`src/ffpa_pkg.sv`:
```
package ffpa_pkg;

	// Request operation codes.
	localparam logic [1:0] MODE_ALLOC  = 2'd0;
	localparam logic [1:0] MODE_FREE   = 2'd1;
	localparam logic [1:0] MODE_RESIZE = 2'd2;
	localparam logic [1:0] MODE_NONE   = 2'd3;

	// Result status codes.
	localparam logic [1:0] ST_ADDR    = 2'd0;
	localparam logic [1:0] ST_DONE    = 2'd1;
	localparam logic [1:0] ST_NO_ROOM = 2'd2;

	typedef struct packed {
		logic [1:0]  mode;
		logic [31:0] block_address;
		logic [31:0] request_bytes;
	} req_t;

	typedef struct packed {
		logic [31:0] result_address;
		logic [1:0]  status;
		logic        moved;
	} rsp_t;

endpackage

```
`src/ffpa_cell.sv`:
```
module ffpa_cell #(
	parameter int EW = 9,
	parameter logic [EW-1:0] RESET_END = '0
) (
	input  logic          clk,
	input  logic          arst_n,
	input  logic          shift,
	input  logic          start_in,
	input  logic [EW-1:0] end_in,
	output logic          start_out,
	output logic [EW-1:0] end_out
);
	import ffpa_pkg::*;

	logic          start_q;
	logic [EW-1:0] end_q;

	// One page entry; it takes its neighbor's entry on every shift.
	always_ff @(posedge clk or negedge arst_n) begin
		if (!arst_n) begin
			start_q <= 1'b0;
			end_q   <= RESET_END;
		end else if (shift) begin
			start_q <= start_in;
			end_q   <= end_in;
		end
	end

	assign start_out = start_q;
	assign end_out   = end_q;

endmodule

```
`src/ffpa_ring.sv`:
```
module ffpa_ring #(
	parameter int N  = 256,
	parameter int EW = 9
) (
	input  logic          clk,
	input  logic          arst_n,
	input  logic          shift,
	input  logic          tail_start,
	input  logic [EW-1:0] tail_end,
	output logic          head_start,
	output logic [EW-1:0] head_end
);
	import ffpa_pkg::*;

	logic          st [N];
	logic [EW-1:0] en [N];

	// Cell i receives from cell i+1; the last cell receives the write-back value.
	for (genvar i = 0; i < N; i++) begin : g_cell
		logic          nxt_start;
		logic [EW-1:0] nxt_end;
		if (i == N - 1) begin : g_tail
			assign nxt_start = tail_start;
			assign nxt_end   = tail_end;
		end else begin : g_mid
			assign nxt_start = st[i+1];
			assign nxt_end   = en[i+1];
		end
		ffpa_cell #(
			.EW(EW),
			.RESET_END(EW'(i + 1))
		) u_cell (
			.clk(clk),
			.arst_n(arst_n),
			.shift(shift),
			.start_in(nxt_start),
			.end_in(nxt_end),
			.start_out(st[i]),
			.end_out(en[i])
		);
	end

	assign head_start = st[0];
	assign head_end   = en[0];

endmodule

```
`config.mk`:
```
export PLATFORM = sky130hd
export DESIGN_NAME = ffpa_ring
export DESIGN_NICKNAME = d
export VERILOG_FILES = /design/src/ffpa_pkg.sv /design/src/ffpa_cell.sv /design/src/ffpa_ring.sv
export SDC_FILE = /design/constraint.sdc
export NUM_CORES = 2
export LEC_CHECK = 0
export ABC_AREA = 1
export BUFFER_PORTS_ARGS = -buffer_cell sky130_fd_sc_hd__buf_2
export CORE_ASPECT_RATIO = 0.6
export CORE_MARGIN = 1
export CORE_UTILIZATION = 55
export CTS_CLUSTER_SIZE = 24
export DETAILED_ROUTE_END_ITERATION = 6
export PLACE_DENSITY = 0.7
export SYNTH_ARGS = -nofsm -noshare
export SYNTH_HDL_FRONTEND = slang
export SYNTH_SLANG_ARGS = --single-unit
```
`constraint.sdc`:
```
create_clock -name clk -period 1 [get_ports clk]
set_input_delay 0.05 -clock clk [delete_from_list [all_inputs] [get_ports clk]]
set_output_delay 0.05 -clock clk [all_outputs]
set_load 0.05 [all_outputs]
```
==> impl_metrics.ini <==
[cts]
htreeDepth = 4
clkLatencyLatePin_ns = 0.84
cts_made_buffers = 228
path_clk_slew_ns = 0.07
clock_path_buffers = 4
cts_tree = done
clock-root-buffer = clkbuf_16
cts.sinks = 2560

[hold_path]
hold_path_class = input pin to asynchronous set/reset pin

[placed_design]
gp_congestion = 0.742
io_buffers = 22
dpl.cell_count = 13100
place_hpwl_um = 100000

[setup_path]
cp-end-kind = primary output
startpoint_type = register
cpPeakStageDelay_ns = 0.55
crit_slowest_cell = dfstp_2
cp.arrival_ns = 1.52
worst_path_dominant_cell_family = flip-flops
crit_chain = buf_8
required_ns = 0.95
regToRegStartpoint = g_cell[0].u_cell.end_out[7]$_DFFE_PN0P_
crit_type = register to primary output
crit_buf_inv = 1
crit_start = g_cell[0].u_cell.end_out[0]$_DFFE_PN1P_
cp_max_fo = 2

[timing]
worst_slack_ns = -0.572
relSlewSlack = 0.666
fin_worst_skew_ns = 0.0215
holdWs_ns = 0.0378
max_freq_ghz = 0.636
setup_tns_ns = -4.47
period_share = 1.57
worst_pin_slew_ns = 0.500
maxSlewViolCount = 0
setup_violations = 10
finalHoldViolations = 0
rsz0062_at_grt = true
fin_crit_ns = 1.57

[final_layout]
instances_no_fill = 13500
syn_to_final_growth_pct = 13.6
drive_gt1_frac = 0.166
fin_nets = 11000
fillers = 14000
layout_common_cells = nand2_1, dfrtp_1, dfstp_2, buf_4, clkbuf_16
final_common_cell = nand2_1

[detailed_routing]
wl_per_cell_um = 12.2
drc = 4
ant_nets = 0
totalWireLength_um = 165000
vias_per_cell = 4.78
drt_iter0_markers = 4505
drt_pre_antenna_iters = 7
via_count = 64500

[logic_synthesis]
ys_types = 12
syn_inst = 10800
synth_area_leader_cell = dfrtp_1
avgSynthCellArea_um2 = 9.03
synthTopCellsByArea = dfrtp_1, nand2_1, dfstp_2, buf_2, buf_4
synth_nets = 10800
synth_warnings = 0
synth_top_area_share = 0.394
synth_seq_area_share = 0.670
ys_seq_elements = 2560
syn_area_um2 = 97600

[global_route]
antenna_found_initial = 2
grt_max_degree = 95
grt_pass1_vias = 64000
grt_pass1_wl_um = 299000
grt.total_usage = 0.192
grt_overflow_total = 0

[outcome]
violations = DRC, setup timing
status = complete, but fails checks

[floorplanning]
die_h_um = 328
dieArea_um2 = 179000
rows = 119
core_area_um2 = 176000
ios = 23
initial_core_util = 0.555
die_x_um = 546

[power]
finalPower_mw = 206
ir_drop_uv = 1400
power.density_nw_per_um2 = 1860
p_leak_nw = 60.0

[run]
maxCapViolations = 0
==> stage by stage <==
step                       util  cell area [µm²]  setup slack [ns]
after detailed placement  0.585           103000            -0.142
after CTS                 0.630           111000            -0.633
after floorplan               -            97600             0.126
after global routing      0.630           111000            -0.648
final                     0.630           111000            -0.572
after global placement    0.585           103000           -0.0806
==> cell usage after synthesis <==
cell      count
nand2_1    7680
dfrtp_1    1535
dfstp_2    1025
buf_2       412
buf_4       118
buf_6        26
buf_8         5
clkbuf_4      3
clkbuf_1      2
clkbuf_8      2
buf_12        1
inv_4         1
==> where the power goes <==
part | internal [mW] | total, mW | switching, mW
sequential | 106 | 107 | 1.01
combinational | 3.20 | 9.65 | 6.44
clock | 51.3 | 88.6 | 37.3
total | 161 | 206 | 44.8
==> metal layers <==
layer,GRT usage,vias up,wire length [µm],share of wire
li1,-,32600,-,-
met1,0.280,31100,82300,0.50
met2,0.310,594,75400,0.46
met3,0.0274,226,4880,0.029
met4,0.0421,0,2880,0.017
met5,0,-,0,0
==> cell families (layout without fill, tap and decap cells) <==
logic type             Yosys count  after routing  share of synthesized area
DFF                           2560           2560                      0.670
other                            0              1                          0
and+or+nand+nor               7680           7680                      0.295
buffers and inverters          570            911                     0.0348
==> worst min-delay path, cell delays in order <==
cell and delay, ns:
dlygate4sd3_1 0.58, buf_12 0.17, buf_12 0.19, buf_12 0.21
==> worst paths after layout <==
check	cells after the start	to	slack, ns
worst max-delay path	1	head_end[0]	-0.57
worst min-delay path	4	g_cell[39].u_cell.end_out[8]$_DFFE_PN0P_	0.04
worst max register to register	4	g_cell[0].u_cell.end_out[7]$_DFFE_PN0P_	0.14
worst min register to register	2	g_cell[123].u_cell.end_out[2]$_DFFE_PN1P_	0.45
max in group asynchronous	6	g_cell[22].u_cell.end_out[1]$_DFFE_PN1P_	0.06
min in group clk	4	g_cell[255].u_cell.end_out[5]$_DFFE_PN0P_	0.05
==> sequential cells by signal, summed over array words and instances, names as in the netlist <==
| register | count |
|---|---|
| g_cell.u_cell.end_out | 2304 |
| g_cell.u_cell.start_out | 256 |
==> final cells by class <==
| class | instances | area [µm²] | area share |
|---|---|---|---|
| diodes | 1 | 2.50 | 0.0000226 |
| repair buffers | 493 | 6040 | 0.0545 |
| flip-flops and latches | 2560 | 65300 | 0.590 |
| clock inverters | 72 | 856 | 0.00772 |
| multi-input cells | 7680 | 28800 | 0.260 |
| well taps | 2359 | 2950 | 0.0266 |
| clock buffers | 345 | 6770 | 0.0611 |
| inverters | 1 | 20.0 | 0.000181 |
==> timing repair <==
item                                    in CTS  in global routing
endpoints found under the setup margin      10               1761
hold endpoints to repair                  5115                  0
buffers inserted                             5                  1
hold buffers                                26                  0
resized for setup                           22                  8
(Power assumes the default switching activity.)
